[config.mk]
export PLATFORM = sky130hd
export DESIGN_NAME = ccc_fifo
export DESIGN_NICKNAME = d
export VERILOG_FILES = /design/src/ccc_pkg.sv /design/src/ccc_fifo.sv
export SDC_FILE = /design/constraint.sdc
export NUM_CORES = 1
export LEC_CHECK = 0
export ABC_CLOCK_PERIOD_IN_PS = 11000
export BUFFER_PORTS_ARGS = -buffer_cell sky130_fd_sc_hd__buf_2
export CORE_MARGIN = 1
export CORE_UTILIZATION = 39
export CTS_CLUSTER_SIZE = 20
export DETAILED_ROUTE_END_ITERATION = 8
export GPL_ROUTABILITY_DRIVEN = 0
export PLACE_DENSITY = 0.74
export REMOVE_ABC_BUFFERS = 1
export SLEW_MARGIN = 15
export SYNTH_ARGS = -nofsm -noshare
export SYNTH_HDL_FRONTEND = slang
export SYNTH_SLANG_ARGS = --single-unit
[constraint.sdc]
create_clock -name clk -period 11 [get_ports clk]
set_input_delay 2.2 -clock clk [delete_from_list [all_inputs] [get_ports clk]]
set_output_delay 2.2 -clock clk [all_outputs]
set_load 0.05 [all_outputs]
[src/ccc_pkg.sv]
`default_nettype none
package ccc_pkg;

	localparam logic [1:0] CLASS_FLUID = 2'd0;
	localparam logic [1:0] CLASS_BODY  = 2'd1;
	localparam logic [1:0] CLASS_GHOST = 2'd2;

	localparam int CFG_IDX_W = 3;

	localparam logic [CFG_IDX_W-1:0] REG_ORIGIN_OFFSET_X = 3'd0;
	localparam logic [CFG_IDX_W-1:0] REG_ORIGIN_OFFSET_Y = 3'd1;
	localparam logic [CFG_IDX_W-1:0] REG_CIRCLE_RADIUS   = 3'd2;
	localparam logic [CFG_IDX_W-1:0] REG_CELL_WIDTH_X    = 3'd3;
	localparam logic [CFG_IDX_W-1:0] REG_CELL_WIDTH_Y    = 3'd4;
	localparam logic [CFG_IDX_W-1:0] REG_GHOST_LAYERS_X  = 3'd5;
	localparam logic [CFG_IDX_W-1:0] REG_GHOST_LAYERS_Y  = 3'd6;

	// Configuration as seen by the datapath; layer counts are already clamped.
	typedef struct packed {
		logic signed [31:0] off_x;
		logic signed [31:0] off_y;
		logic [30:0]        radius;
		logic [30:0]        wx;
		logic [30:0]        wy;
		logic [3:0]         gx;
		logic [3:0]         gy;
	} cfg_t;

	// Centre coordinates of the cell and of the outermost neighbour columns and rows.
	typedef struct packed {
		logic signed [31:0] dx;
		logic signed [31:0] dy;
		logic signed [31:0] nxl;
		logic signed [31:0] nxh;
		logic signed [31:0] nyl;
		logic signed [31:0] nyh;
	} coord_set_t;

endpackage
`default_nettype wire

[src/ccc_fifo.sv]
`default_nettype none
module ccc_fifo
	import ccc_pkg::*;
(
	input  wire logic   clk,
	input  wire logic   arst_n,
	input  coord_set_t  push_data,
	input  wire logic   push_valid,
	output logic        push_ready,
	output coord_set_t  pop_data,
	output logic        pop_valid,
	input  wire logic   pop_ready
);

	coord_set_t mem [2];
	logic       wr_ptr_q;
	logic       rd_ptr_q;
	logic [1:0] count_q;
	logic       do_push;
	logic       do_pop;

	assign push_ready = (count_q != 2'd2);
	assign pop_valid = (count_q != 2'd0);
	assign do_push = push_valid && push_ready;
	assign do_pop = pop_valid && pop_ready;
	assign pop_data = mem[rd_ptr_q];

	always_ff @(posedge clk or negedge arst_n) begin
		if (!arst_n) begin
			wr_ptr_q <= 1'b0;
			rd_ptr_q <= 1'b0;
			count_q <= 2'd0;
		end else begin
			if (do_push) begin
				wr_ptr_q <= !wr_ptr_q;
			end
			if (do_pop) begin
				rd_ptr_q <= !rd_ptr_q;
			end
			if (do_push && !do_pop) begin
				count_q <= count_q + 2'd1;
			end else if (do_pop && !do_push) begin
				count_q <= count_q - 2'd1;
			end
		end
	end

	always_ff @(posedge clk) begin
		if (do_push) begin
			mem[wr_ptr_q] <= push_data;
		end
	end

endmodule
`default_nettype wire

## Word level (Yosys, flattened, before mapping)

Memories as Yosys holds them, arrays and structs flattened.
Index checks and enable logic that the tools add are counted.

| operators by class | value |
|---|---|
| reductions and logical operators | 10 |
| bitwise operators | 0 |
| muxes and demuxes | 4 |
| shift-type cells | 0 |
| magnitude comparators | 0 |
| eq/ne operators | 1 |
| add/sub/neg operators | 2 |
| divide/modulo/power cells | 0 |
| multiply operators | 0 |

Operators by type and width:

| cell | count |
|---|---|
| $logic_and A1 B1 Y1 | 4 |
| $logic_not A1 Y1 | 4 |
| $mux W2 | 2 |
| $reduce_bool A2 Y1 | 2 |
| $add A2 B1 Y2 const B | 1 |
| $mux W1 | 2 |
| $ne A2 B2 Y1 const B | 1 |
| $sub A2 B1 Y2 const B | 1 |

| word-level totals | value |
|---|---|
| bits in latches | 0 |
| input bits | 196 |
| memories kept | 1 |
| register bits after elaboration | 4 |
| logic and storage cells | 21 |
| output and inout bits | 194 |
| bits in writable memories | 384 |
| ROM bits | 0 |

Memories:

| name | words | width | rd ports | clocked after memory_dff | wr ports | RTL line | source |
|---|---|---|---|---|---|---|---|
| mem | 2 | 192 | 1 | 0 | 1 | ccc_fifo.sv:15 | `coord_set_t mem [2];` |

## Longest topological paths before layout

| logic depth | value |
|---|---|
| word-level depth | 6 |
| gate-level depth with buffers | 7 |
| mapped depth without buffers | 7 |

## Least setup slack after synthesis

No wires, ideal clock.

| path | value |
|---|---|
| path type | input-to-reg |
| start point | input push_valid |
| end point | memory mem[0][0] (netlist bit), enable pin |
| slack | -0.023 ns |
| buffers on the path | 0 |
| required time | 10.252 ns |
| arrival | 10.275 ns |
| cell stages on the path | 2 |
| setup time | 0.748 ns |
| cell sequence | nand2_1 -> nor2_1 |

| on the way | value |
|---|---|
| cells in the longest elaborated chain, start to end | 3 |

Ends and longest elaborated chain:

| item | RTL line | source |
|---|---|---|
| from (decl) | ccc_fifo.sv:8 | `input wire logic push_valid,` |
| $logic_and A1 B1 Y1 | ccc_fifo.sv:24 | `assign do_push = push_valid && push_ready;` |
| $mux W1 | ccc_fifo.sv:49 | `if (do_push) begin` |
| $mux W1 (not written as such) | ccc_fifo.sv:50 | `mem[wr_ptr_q] <= push_data;` |
| to (decl) | ccc_fifo.sv:15 |  |

Every way passes these cells.

==> run_results.csv <==
group,metric,value,unit
global_routing,grt_pass1_wl,40.6,mm
sta,tightest_slew,1.02,ns
clock_network,ctsHtreeMaxLevel,2,
worst_setup_path,r2r_start,"count_q[0]",
logic_synthesis,yosysSeqAreaShare,82.7,%
pwr,finalPower,5.66,mW
placement,portBuffers,389,
sta,finalHoldViolCount,0,
hold_path,holdPathStages,1,
logic_synthesis,synth_area_per_cell,22.9,sq um
global_routing,busiest_layer,"met2",
pwr,p_int,3.33,mW
cells_and_area,n_fill_cell,2962,
job,drv_cap,0,
worst_setup_path,crit_buf_inv,2,
sta,clock-skew-final,0.0127,ns
floorplan,die_area,0.0368,sq mm
worst_setup_path,cp.depth,3,
worst_setup_path,cpPeakStageDelay,0.97,ns
worst_setup_path,reg2reg_to,"mem[1][154]",
cells_and_area,multi_input_area,0.00226,sq mm
sta,finalMaxSlewViolations,0,
worst_setup_path,path_delay_family,"buffers and inverters",
worst_setup_path,critical_path.max_fanout,74,
sta,setup_violations,0,
worst_setup_path,r2r_slack,8.15,ns
clock_network,clock_sinks,388,
placement,pre_cts_slack,6.19,ns
clock_network,cts_setup_buffers,0,
detailed_routing,viasPerCell,4.78,
sta,period_minus_slack,5.31,ns
detailed_routing,wirelength,28.4,mm
cells_and_area,syn2layout_area_growth,25.7,%
logic_synthesis,syn_inst,615,
detailed_routing,num_vias,7278,
worst_setup_path,cp_cell_sequence,"buf_4 > mux2_2 > buf_2",
clock_network,cts.hold.buffers_added,0,
sta,finalWorstSetupSlack,5.69,ns
logic_synthesis,synth_area_leaders,"edfxtp_1, mux2_2, dfrtp_1",
pwr,vdd_ir_drop_max,0.000284,V
hold_path,hp-class,"reg -> reg",
clock_network,cts_buffers,40,
sta,fin_crit_sh,48.3,%
pwr,p_leak,6.56,nW
pwr,p_sw_share,41.2,%
clock_network,cts_buffer_depth,3,
sta,rsz0062_at_grt,"no",
global_routing,use_met3,5.15,%
worst_setup_path,slowest_stage,"dfrtp_4",
worst_setup_path,rr_worst_depth,3,
logic_synthesis,synth_cell_type_count,15,
global_routing,overflow,0,
sta,fmax,0.188,GHz
cells_and_area,fin_nets,1228,
clock_network,cts_tree,"built",
logic_synthesis,yosysTopAreaCellShare,82.0,%
detailed_routing,avgRoutedWirePerCell,18.6,um
logic_synthesis,syn_area,0.0141,sq mm
worst_setup_path,cp.required,8.80,ns
global_routing,grt_use_total,14.8,%
worst_setup_path,cp-start-kind,"flop",
cells_and_area,drive_gt1_share,61.0,%
hold_path,min_to,"count_q[1]",
placement,postPlaceCellArea,0.0165,sq mm
logic_synthesis,ys_ff_latch,388,
global_routing,grt_pass1_vias,7464,
pwr,power_switching,2.33,mW
clock_network,root_buffer,"clkbuf_16",
detailed_routing,detail-route-antenna-nets,0,
floorplan,die-height,192,um
global_routing,antenna_found_initial,6,
detailed_routing,drt_iter0_drc,294,
detailed_routing,drcViolationCount,0,
floorplan,num_io_pins,390,
cells_and_area,register_area,0.0116,sq mm
global_routing,globalRouteMet1Util,17.1,%
clock_network,cts_resized,0,
pwr,clkPwrFrac,21.6,%
run_status,status,"completed",
pwr,p_seq_share,37.8,%
clock_network,clock_latency,0.54,ns
pwr,combPwrFrac,40.6,%
floorplan,core_area,0.0356,sq mm
sta,maxSlewHeadroom,31.9,%
detailed_routing,first_pass_iters,4,
worst_setup_path,end_kind,"output pin",
worst_setup_path,cp-startpoint,"rd_ptr_q",
logic_synthesis,yosys.area.top_type,"edfxtp_1",
placement,place_hpwl,18.2,mm
worst_setup_path,cp_data_arrival_time,3.11,ns
worst_setup_path,worstSetupPathType,"reg -> out",
floorplan,rows,69,
global_routing,met2_usage,24.3,%
cells_and_area,fin_area,0.0177,sq mm
logic_synthesis,ys_warn_count,0,
global_routing,grt_max_degree,155,
hold_path,min_from,"count_q[1]",
floorplan,initial_core_util,39.6,%
floorplan,dieWidth,192,um
pwr,p_per_area,320,mW/mm^2
clock_network,path_clk_slew,0.06,ns
==> power groups by stage <==
stage               sequential [mW]  combinational (mW)  clock, mW
detailed placement             2.17                2.32          0
finish                         2.14                2.30       1.22
global route                   2.17                2.41       1.32
CTS                            2.14                2.33       1.26
floorplan                      2.28                1.78          0
global placement               2.16                2.31          0
==> state kept, by name (all words and copies together), names as in the netlist <==
| register | cells |
|---|---|
| rd_ptr_q | 1 |
| count_q | 2 |
| wr_ptr_q | 1 |
| mem | 384 |
==> synthesized netlist by cell type <==
cell type,number
buf_6,8
mux2_2,192
edfxtp_1,384
and3_1,1
buf_4,11
nand2b_1,1
nor2_1,2
inv_1,1
dfrtp_1,4
xnor2_1,3
or2_2,1
ha_1,1
nand2_1,2
xor2_1,2
buf_2,2
==> metal layers <==
metal	vias up	wire, um
met5	-	9
met1	3610	10700
met2	300	14100
met4	2	1050
li1	3304	-
met3	62	2510
==> cells in the final DEF, fill, tap and decap left out, types with 2 or more instances in the layout <==
| cell | count |
|---|---|
| buf_12 | 2 |
| buf_2 | 389 |
| buf_4 | 4 |
| clkbuf_1 | 6 |
| clkbuf_16 | 41 |
| clkinv_1 | 8 |
| clkinv_2 | 8 |
| clkinvlp_4 | 2 |
| dfrtp_1 | 3 |
| diode_2 | 6 |
| edfxtp_1 | 384 |
| mux2_2 | 192 |
| nand2_1 | 2 |
| xnor2_1 | 3 |
| xor2_1 | 2 |
==> worst max-delay path by stage <==
stage          slack [ns]      endpoint
5_1_grt              5.47  pop_data[97]
2_1_floorplan       -0.02     mem[0][0]
4_1_cts              5.59  pop_data[97]
3_5_place_dp         6.19  pop_data[97]
6_report             5.69  pop_data[97]
3_3_place_gp         6.18  pop_data[97]
==> metrics by stage <==
stage                     TNS [ns]  hold slack [ns]  utilization, %  instances
after floorplan              -4.44            0.456               -        594
after global placement           0            0.473            46.3       1449
after detailed placement         0            0.492            46.4       1450
after CTS                        0            0.502            49.7       1517
after global routing             0            0.518            49.7       1521
final                            0            0.499            49.7       1523
==> final cells by class <==
class	instances	share of cell area [%]
sequential	388	65.8
inverter	1	0.0212
multi-input combinational	205	12.8
clock inverter	20	0.700
timing repair buffer	395	11.4
antenna	6	0.0849
clock buffer	47	5.93
tap	461	3.26
==> cell families (layout without fill, tap and decap cells) <==
group / count (synthesis) / after routing / synth area share [%]
DFF: 388 / 388 / 82.7
muxes: 192 / 192 / 15.4
buffers and inverters: 22 / 463 / 1.33
and+or+nand+nor: 7 / 7 / 0.240
xor gates and xnor gates: 5 / 5 / 0.311
adders and majority gates: 1 / 1 / 0.0889
other: 0 / 6 / 0
(Power assumes the default switching activity.)
