==> src/ccc_pkg.sv <==
`default_nettype none
package ccc_pkg;

	localparam logic [1:0] CLASS_FLUID = 2'd0;
	localparam logic [1:0] CLASS_BODY  = 2'd1;
	localparam logic [1:0] CLASS_GHOST = 2'd2;

	localparam int CFG_IDX_W = 3;

	localparam logic [CFG_IDX_W-1:0] REG_ORIGIN_OFFSET_X = 3'd0;
	localparam logic [CFG_IDX_W-1:0] REG_ORIGIN_OFFSET_Y = 3'd1;
	localparam logic [CFG_IDX_W-1:0] REG_CIRCLE_RADIUS   = 3'd2;
	localparam logic [CFG_IDX_W-1:0] REG_CELL_WIDTH_X    = 3'd3;
	localparam logic [CFG_IDX_W-1:0] REG_CELL_WIDTH_Y    = 3'd4;
	localparam logic [CFG_IDX_W-1:0] REG_GHOST_LAYERS_X  = 3'd5;
	localparam logic [CFG_IDX_W-1:0] REG_GHOST_LAYERS_Y  = 3'd6;

	// Configuration as seen by the datapath; layer counts are already clamped.
	typedef struct packed {
		logic signed [31:0] off_x;
		logic signed [31:0] off_y;
		logic [30:0]        radius;
		logic [30:0]        wx;
		logic [30:0]        wy;
		logic [3:0]         gx;
		logic [3:0]         gy;
	} cfg_t;

	// Centre coordinates of the cell and of the outermost neighbour columns and rows.
	typedef struct packed {
		logic signed [31:0] dx;
		logic signed [31:0] dy;
		logic signed [31:0] nxl;
		logic signed [31:0] nxh;
		logic signed [31:0] nyl;
		logic signed [31:0] nyh;
	} coord_set_t;

endpackage
`default_nettype wire

==> src/ccc_ifs.sv <==
`default_nettype none
interface ccc_in_if;
	logic               valid;
	logic               ready;
	logic signed [15:0] cell_x;
	logic signed [15:0] cell_y;
	modport source (output valid, output cell_x, output cell_y, input ready);
	modport sink (input valid, input cell_x, input cell_y, output ready);
endinterface

`default_nettype wire

==> src/ccc_front.sv <==
`default_nettype none
module ccc_front
	import ccc_pkg::*;
(
	input  wire logic   clk,
	input  wire logic   arst_n,
	ccc_in_if.sink      cells,
	input  cfg_t        cfg,
	output coord_set_t  push_data,
	output logic        push_valid,
	input  wire logic   push_ready
);

	localparam logic [2:0] JOB_DONE = 3'd6;

	logic               busy_q;
	logic [2:0]         job_q;
	logic signed [15:0] ix_q;
	logic signed [15:0] iy_q;
	logic signed [49:0] prod_s1;
	logic [2:0]         tag_s1;
	logic               pv_s1;
	logic signed [31:0] coord_q [6];

	logic signed [17:0] idx;
	logic signed [17:0] ixe;
	logic signed [17:0] iye;
	logic [30:0]        wsel;
	logic signed [31:0] offsel;
	logic [29:0]        hwsel;
	logic signed [51:0] sum;
	logic signed [31:0] sat;
	logic               issue;

	assign ixe = {{2{ix_q[15]}}, ix_q};
	assign iye = {{2{iy_q[15]}}, iy_q};
	assign issue = busy_q && (job_q != JOB_DONE);

	// Jobs 0..2 are the x coordinates (cell, minus layers, plus layers), 3..5 the y ones.
	always_comb begin
		unique case (job_q)
			3'd0: idx = ixe;
			3'd1: idx = ixe - {14'd0, cfg.gx};
			3'd2: idx = ixe + {14'd0, cfg.gx};
			3'd3: idx = iye;
			3'd4: idx = iye - {14'd0, cfg.gy};
			3'd5: idx = iye + {14'd0, cfg.gy};
			default: idx = ixe;
		endcase
		wsel = (job_q < 3'd3) ? cfg.wx : cfg.wy;
	end

	always_comb begin
		offsel = (tag_s1 < 3'd3) ? cfg.off_x : cfg.off_y;
		hwsel = (tag_s1 < 3'd3) ? cfg.wx[30:1] : cfg.wy[30:1];
		sum = {{20{offsel[31]}}, offsel} + {{2{prod_s1[49]}}, prod_s1}
			+ $signed({22'd0, hwsel});
		if (sum > 52'sd2147483647) begin
			sat = 32'sh7fffffff;
		end else if (sum < -52'sd2147483648) begin
			sat = 32'sh80000000;
		end else begin
			sat = sum[31:0];
		end
	end

	always_ff @(posedge clk or negedge arst_n) begin
		if (!arst_n) begin
			busy_q <= 1'b0;
			job_q <= 3'd0;
			pv_s1 <= 1'b0;
		end else begin
			pv_s1 <= issue;
			if (issue) begin
				job_q <= job_q + 3'd1;
			end
			if (!busy_q && cells.valid) begin
				busy_q <= 1'b1;
				job_q <= 3'd0;
			end else if (push_valid && push_ready) begin
				busy_q <= 1'b0;
			end
		end
	end

	always_ff @(posedge clk) begin
		if (!busy_q && cells.valid) begin
			ix_q <= cells.cell_x;
			iy_q <= cells.cell_y;
		end
		if (issue) begin
			prod_s1 <= idx * $signed({1'b0, wsel});
			tag_s1 <= job_q;
		end
		if (pv_s1) begin
			coord_q[tag_s1] <= sat;
		end
	end

	assign cells.ready = !busy_q;
	assign push_valid = busy_q && (job_q == JOB_DONE) && !pv_s1;

	always_comb begin
		push_data.dx = coord_q[0];
		push_data.nxl = coord_q[1];
		push_data.nxh = coord_q[2];
		push_data.dy = coord_q[3];
		push_data.nyl = coord_q[4];
		push_data.nyh = coord_q[5];
	end

endmodule
`default_nettype wire

==> src/flat_wrapper.sv <==
// flat-port wrapper written by rule: the top's interface ports become plain ports
module ccc_front_flat import ccc_pkg::*;
  (clk, arst_n, cfg, push_data, push_valid, push_ready, cells_valid, cells_cell_x, cells_cell_y, cells_ready);
  ccc_in_if cells_i ();
  input  wire logic clk;
  input  wire logic arst_n;
  input  cfg_t cfg;
  output coord_set_t push_data;
  output logic push_valid;
  input  wire logic push_ready;
  input wire logic [$bits(cells_i.valid)-1:0] cells_valid;
  input wire logic [$bits(cells_i.cell_x)-1:0] cells_cell_x;
  input wire logic [$bits(cells_i.cell_y)-1:0] cells_cell_y;
  output wire logic [$bits(cells_i.ready)-1:0] cells_ready;
  assign cells_i.valid = cells_valid;
  assign cells_i.cell_x = cells_cell_x;
  assign cells_i.cell_y = cells_cell_y;
  assign cells_ready = cells_i.ready;
  ccc_front u_core (.clk(clk), .arst_n(arst_n), .cells(cells_i), .cfg(cfg), .push_data(push_data), .push_valid(push_valid), .push_ready(push_ready));
endmodule
==> config.mk <==
export PLATFORM = sky130hd
export DESIGN_NAME = ccc_front_flat
export DESIGN_NICKNAME = d
export VERILOG_FILES = /design/src/ccc_pkg.sv /design/src/ccc_ifs.sv /design/src/ccc_front.sv /design/src/flat_wrapper.sv
export SDC_FILE = /design/constraint.sdc
export NUM_CORES = 2
export LEC_CHECK = 0
export BUFFER_PORTS_ARGS = -buffer_cell sky130_fd_sc_hd__buf_2
export CORE_MARGIN = 5
export CORE_UTILIZATION = 40
export DETAILED_ROUTE_END_ITERATION = 8
export SYNTH_ARGS = -nofsm -noshare
export SYNTH_HDL_FRONTEND = slang
export SYNTH_SLANG_ARGS = --single-unit
==> constraint.sdc <==
create_clock -name clk -period 13.9 [get_ports clk]
set_clock_uncertainty 0.05 [all_clocks]
set_input_delay 0.695 -clock clk [delete_from_list [all_inputs] [get_ports clk]]
set_output_delay 0.695 -clock clk [all_outputs]
set_load 0.02 [all_outputs]
* Yosys cells after proc, flatten, opt, wreduce, memory -nomap -nowiden
Memory sizes are Yosys's and may differ from the RTL's.
Index checks and enable logic that the tools add are counted.
W data, S select, Z words.
** Word-level totals
- Flip-flop bits (word level) :: 90
- Memory bits (writable) :: 192
- Input bits :: 201
- Output and inout port bits :: 194
- Logic and storage cells :: 48
- Memories :: 1
** Memory list
- u_core.coord_q :: words 6, width 32, rd ports 6, clocked after Yosys merged registers in 0, wr ports 1, line ccc_front.sv:23 : logic signed [31:0] coord_q [6];
** Operators by class
- Add/subtract/negate cells :: 7
- Multiply operators :: 1
- Magnitude comparators :: 4
- Equal/unequal tests :: 7
- Mux-type cells :: 12
- Reductions and logical operators :: 9
** Operators by type and width (count)
- $mux W32 :: 3
- $pmux W18 S5 :: 1
- $add A52 B30 Y52 :: 1
- $gt A52 B32 Y1 const B :: 1
- $lt A52 B32 Y1 const B :: 1
- $add A32 B50 Y51 :: 1
- $mul A18 B32 Y50 :: 1
- $add A16 B5 Y17 :: 2
- $sub A16 B5 Y17 :: 2
- $mux W31 :: 1
- $mux W30 :: 1
- $eq A3 B3 Y1 const B :: 3
- $eq A3 B2 Y1 const B :: 2
- $lt A3 B2 Y1 const B :: 2
- $mux W3 :: 2
- $logic_and A1 B1 Y1 :: 5
- $mux W1 :: 4
- $reduce_bool A2 Y1 :: 2
- $add A3 B1 Y3 const B :: 1
- $eq A3 B1 Y1 const B :: 1
- $ne A3 B3 Y1 const B :: 1
- $logic_not A1 Y1 :: 2

* Logic depth before layout (Yosys ltp)
- Word-level depth :: 7
- Mapped depth :: 47
- Gate-level depth less buffers :: 45

* Worst setup path after synthesis
No wires, ideal clock.
- Path kind :: in2reg
- Start point :: in cfg[6] in the netlist's numbering
- End point :: reg u_core.prod_s1[48], data pin
- Setup time :: 0.265 ns
- Arrival time :: 10.492 ns
- Data required time :: 13.585 ns
- Setup slack :: 3.093 ns
- Cell stages on the path :: 42
- Buffers on the path :: 2
- Cells stage by stage :: nor3_1 > ha_1 > mux2_2 > ha_1 > a21oi_1 > a21boi_0 > o21ai_0 > a21boi_0 > o41ai_1 > o2111ai_1 > a31o_2 > a21oi_1 > xor2_1 > or3_1 > and4b_1 > clkbuf_1 > inv_1 > clkbuf_1 > (+6 left out) > fa_1 > inv_1 > fa_1 > inv_1 > ha_1 > a21o_1 > a21o_1 > a22oi_1 > a211oi_1 > nor2_1 > o211ai_1 > a31oi_1 > o21ai_0 > o21a_1 > a221o_1 > a21oi_1 > o21ai_0 > xor2_1
** Between the ends
- Word-level cells in the longest chain between the ends :: 3
- Elaborated cells on any way between the ends :: 4
- Classes of those cells :: add/sub: 2; mul: 1; mux: 1
** Ends and longest elaborated chain
- start, declared :: line flat_wrapper.sv:7 : input cfg_t cfg;
- $add A16 B5 Y17 / $sub A16 B5 Y17 (equally long branches) :: line ccc_front.sv:44, ccc_front.sv:43
- $pmux W18 S5 * :: line ccc_front.sv:41 : unique case (job_q)
- $mul A18 B32 Y50 * :: line ccc_front.sv:92 : prod_s1 <= idx * $signed({1'b0, wsel});
- end signal, assigned :: line ccc_front.sv:92
- end, declared :: line ccc_front.sv:20 : logic signed [49:0] prod_s1;
Every way passes the cells marked *; elsewhere a longest branch is shown, timed or not.
A chain may end at the register's enable or synchronous reset.

* Worst setup path after layout
- Start point :: reg u_core.job_q[0]
- End point :: reg u_core.prod_s1[48], data pin
** Between the ends
- Word-level cells in the longest chain between the ends :: 3
- Elaborated cells on any way between the ends :: 9
- Classes of those cells :: mul: 1; order compare: 1; eq/ne: 5; mux: 2
** Ends and longest elaborated chain
- start, declared :: line ccc_front.sv:17 : logic [2:0] job_q;
- start signal, assigned :: line ccc_front.sv:75 : job_q <= job_q + 3'd1;
- $lt A3 B2 Y1, or another cell as far along :: line ccc_front.sv:50 : wsel = (job_q < 3'd3) ? cfg.wx : cfg.wy;
- $mux W31 / $pmux W18 S5 (equally long branches) :: line ccc_front.sv:50, ccc_front.sv:41
- $mul A18 B32 Y50 * :: line ccc_front.sv:92
Marks and branches as above.

==> impl_metrics.py <==
metrics = {
    "run_status": {
        "status": "finished clean",
    },
    "logic_synthesis": {
        "yosysSeqAreaShare_pct": 24.1,
        "synthArstFlopShare_pct": 1.77,
        "avgSynthCellArea_um2": 9.63,
        "synth_flop_cell": "edfxtp_1",
        "synth_fp_nets": 4593,
        "synth-edff-count": 277,
        "synth_top_area_cell": "fa_1",
        "synthCells": 3646,
        "synth-seq-cells": 282,
        "synth_area_leaders": "fa_1 (27%), edfxtp_1 (24%), ha_1 (9.9%)",
        "synth.top_cell.area_share_pct": 26.7,
        "synth.distinct_cells": 98,
        "synth_warnings": 0,
        "syn_area_um2": 35100,
    },
    "final_layout": {
        "seq_area_um2": 8440,
        "utilization_pct": 45.1,
        "multi_input_area_um2": 23700,
        "drive_gt1_share_pct": 15.3,
        "final_cells": 5130,
        "fill_cells": 8355,
        "nNetsFinal": 4890,
        "areaGrowthSynthToFinish_pct": 11.5,
    },
    "placed_design": {
        "dp.cells": 5066,
        "buffer_ports.inserted": 363,
        "gp_congestion": 0.926,
        "dpl.hpwl_mm": 80.5,
    },
    "cts": {
        "cts.path.max_buffers": 3,
        "cts_tree": "built",
        "clock_latency_ps": 590,
        "cts_sinks": 282,
        "cts_setup_buffers": 0,
        "root_buffer": "clkbuf_16",
        "cts_buffers": 29,
        "cts_htree_levels": 1,
        "cts_resized": 0,
        "ctsHoldBuffers": 1,
        "clk_pin_slew_ps": 70,
    },
    "die": {
        "placementRows": 108,
        "die_y_um": 306,
        "ios": 395,
        "fp.dieW_um": 306,
        "die_area_um2": 93800,
        "coreArea_um2": 86900,
        "start_util_pct": 40.4,
    },
    "global_routing": {
        "grt_use_total_pct": 21.2,
        "antenna_found_initial": 14,
        "grt_overflow": 0,
        "grt_pass1_wl_mm": 158,
        "grt_pass1_vias": 27500,
        "grt_max_degree": 53,
    },
    "setup_path": {
        "worstPathMaxFanout": 13,
        "crit_required_ps": 14160,
        "arrival_ps": 12750,
        "crit_family": "compound AO/OA/AOI/OAI gates",
        "crit_buf_inv": 5,
        "cp-start-kind": "register",
        "path_class": "register to register",
        "cp_common_cell": "fa_1",
        "end_kind": "register",
        "slowest_delay_ps": 670,
        "cp_slowest_cell": "a21oi_1",
    },
    "detailed_routing": {
        "wirelength_mm": 101,
        "via_count": 26700,
        "vias_per_cell": 5.21,
        "maxUsedRoutingLayer": "met5",
        "route.met3.wl_mm": 8.01,
        "met1_length_mm": 41.9,
        "drc": 0,
        "wl_per_cell_um": 19.6,
        "drt_first_iter_violations": 1641,
        "ant_nets": 0,
        "drt_pass1_iterations": 7,
        "wl_met2_mm": 47.7,
    },
    "sta": {
        "period_share_pct": 89.8,
        "rsz0062_at_grt": "no",
        "finalSetupViolCount": 0,
        "worstMarginPinSlew_ps": 1240,
        "clock.fmax_mhz": 80.1,
        "maxSlewViolCount": 0,
        "slew_headroom_pct": 16.8,
        "period_minus_slack_ps": 12480,
        "tns_ps": 0,
        "hold_viol": 0,
    },
    "job": {
        "cap_violations": 0,
    },
    "min_path": {
        "hp-class": "primary input to register",
    },
}
worst register-to-register path: cells and delay by family, from the launching register on:
| kind | cells | cell delay [ps] |
|---|---|---|
| fa+ha+maj | 9 | 4280 |
| flops | 1 | 510 |
| compound gates | 20 | 5240 |
| simple gates | 5 | 920 |
| xor+xnor | 2 | 360 |
| buf+inv | 5 | 840 |
final cells by class:
class | count | share of cell area (%)
well taps | 1155 | 3.69
clock buffers | 31 | 1.87
inverters | 676 | 6.48
repair buffers | 396 | 5.28
diodes | 9 | 0.0575
clock inverters | 23 | 0.537
flip-flops and latches | 282 | 21.6
multi-input cells | 2558 | 60.5
routing by layer:
layer | up-vias | global-route usage (%)
met5 | - | 0
met4 | 6 | 5.73
met3 | 147 | 4.39
met2 | 928 | 36.7
met1 | 13200 | 27.3
li1 | 12500 | -
registers in the layout, summed over array words and instances, names as in the netlist:
register / cells
u_core.coord_q: 192
u_core.prod_s1: 50
u_core.busy_q: 1
u_core.iy_q: 16
u_core.ix_q: 16
u_core.job_q: 3
u_core.tag_s1: 3
u_core.pv_s1: 1
cell usage after synthesis, types with 6 or more instances:
cell type,n
and2_1,78
ha_1,278
a21o_1,73
a31oi_1,14
mux2_2,93
o21a_1,20
a21boi_0,9
clkbuf_1,107
inv_1,676
and3_1,20
xnor2_1,90
nand4_1,22
or2_2,11
a21oi_1,148
nand2_1,525
fa_1,468
o2111ai_1,8
a211oi_1,20
nor2b_1,23
nand3_1,37
a221o_1,8
o21ai_0,77
o211ai_1,18
buf_2,11
o21bai_1,22
nor2_1,183
xor2_1,60
or3_1,12
a22oi_1,9
nor3_1,42
edfxtp_1,277
o21ai_2,10
o221ai_1,6
o21ai_1,29
nand2b_1,16
mux2i_1,17
cell families (layout without fill, tap and decap cells):
kind of cell / Yosys count / count (layout) / synth area share (%)
AND/OR/NAND/NOR: 1005 / 1005 / 12.9
multiplexers: 112 / 112 / 3.53
AO/OA/AOI/OAI: 543 / 543 / 10.3
flip-flops: 282 / 282 / 24.1
XOR/XNOR: 150 / 150 / 3.74
adder cells (fa/ha/maj): 748 / 748 / 36.7
buffers and inverters: 806 / 1126 / 8.80
other: 0 / 9 / 0
path summary, 6_finish.rpt:
check                           startpoint                  to  slack [ps]  cells after the start
max reg2reg                u_core.job_q[0]  u_core.prod_s1[48]        1420                     41
max                        u_core.job_q[0]  u_core.prod_s1[48]        1420                     41
min reg2reg                  u_core.busy_q       u_core.busy_q         470                      2
max in group asynchronous           arst_n     u_core.job_q[1]       13260                      2
min in group asynchronous           arst_n       u_core.busy_q         410                      2
min                        cells_cell_y[0]      u_core.iy_q[0]         230                      1
metrics by stage:
step | area [um2] | hold slack [ps] | setup WS (ps)
2_1_floorplan | 35100 | 349 | 3090
3_3_place_gp | 38200 | 439 | 1740
3_5_place_dp | 38200 | 447 | 1550
4_1_cts | 39100 | 191 | 1510
5_1_grt | 39100 | 210 | 598
6_report | 39100 | 227 | 1420
placed cells by master (no fill, tap or decap), types with 18 or more instances in the layout:
| cell | n |
|---|---|
| nand3_1 | 36 |
| a21oi_1 | 144 |
| ha_1 | 278 |
| xnor2_1 | 90 |
| nand2_1 | 525 |
| o21ai_0 | 76 |
| nor2b_1 | 23 |
| nor2_1 | 178 |
| clkbuf_16 | 29 |
| mux2_2 | 93 |
| o21a_1 | 20 |
| fa_1 | 468 |
| xor2_1 | 60 |
| a211oi_1 | 20 |
| o211ai_1 | 18 |
| buf_2 | 363 |
| o21ai_1 | 29 |
| and2_1 | 78 |
| a21o_1 | 73 |
| o21bai_1 | 22 |
| buf_4 | 32 |
| edfxtp_1 | 277 |
| inv_1 | 675 |
| nor3_1 | 39 |
| nand4_1 | 22 |
| and3_1 | 20 |
Power is not shown: default switching activity piles up to over one toggle a cycle in this logic, so the estimate is an artifact.
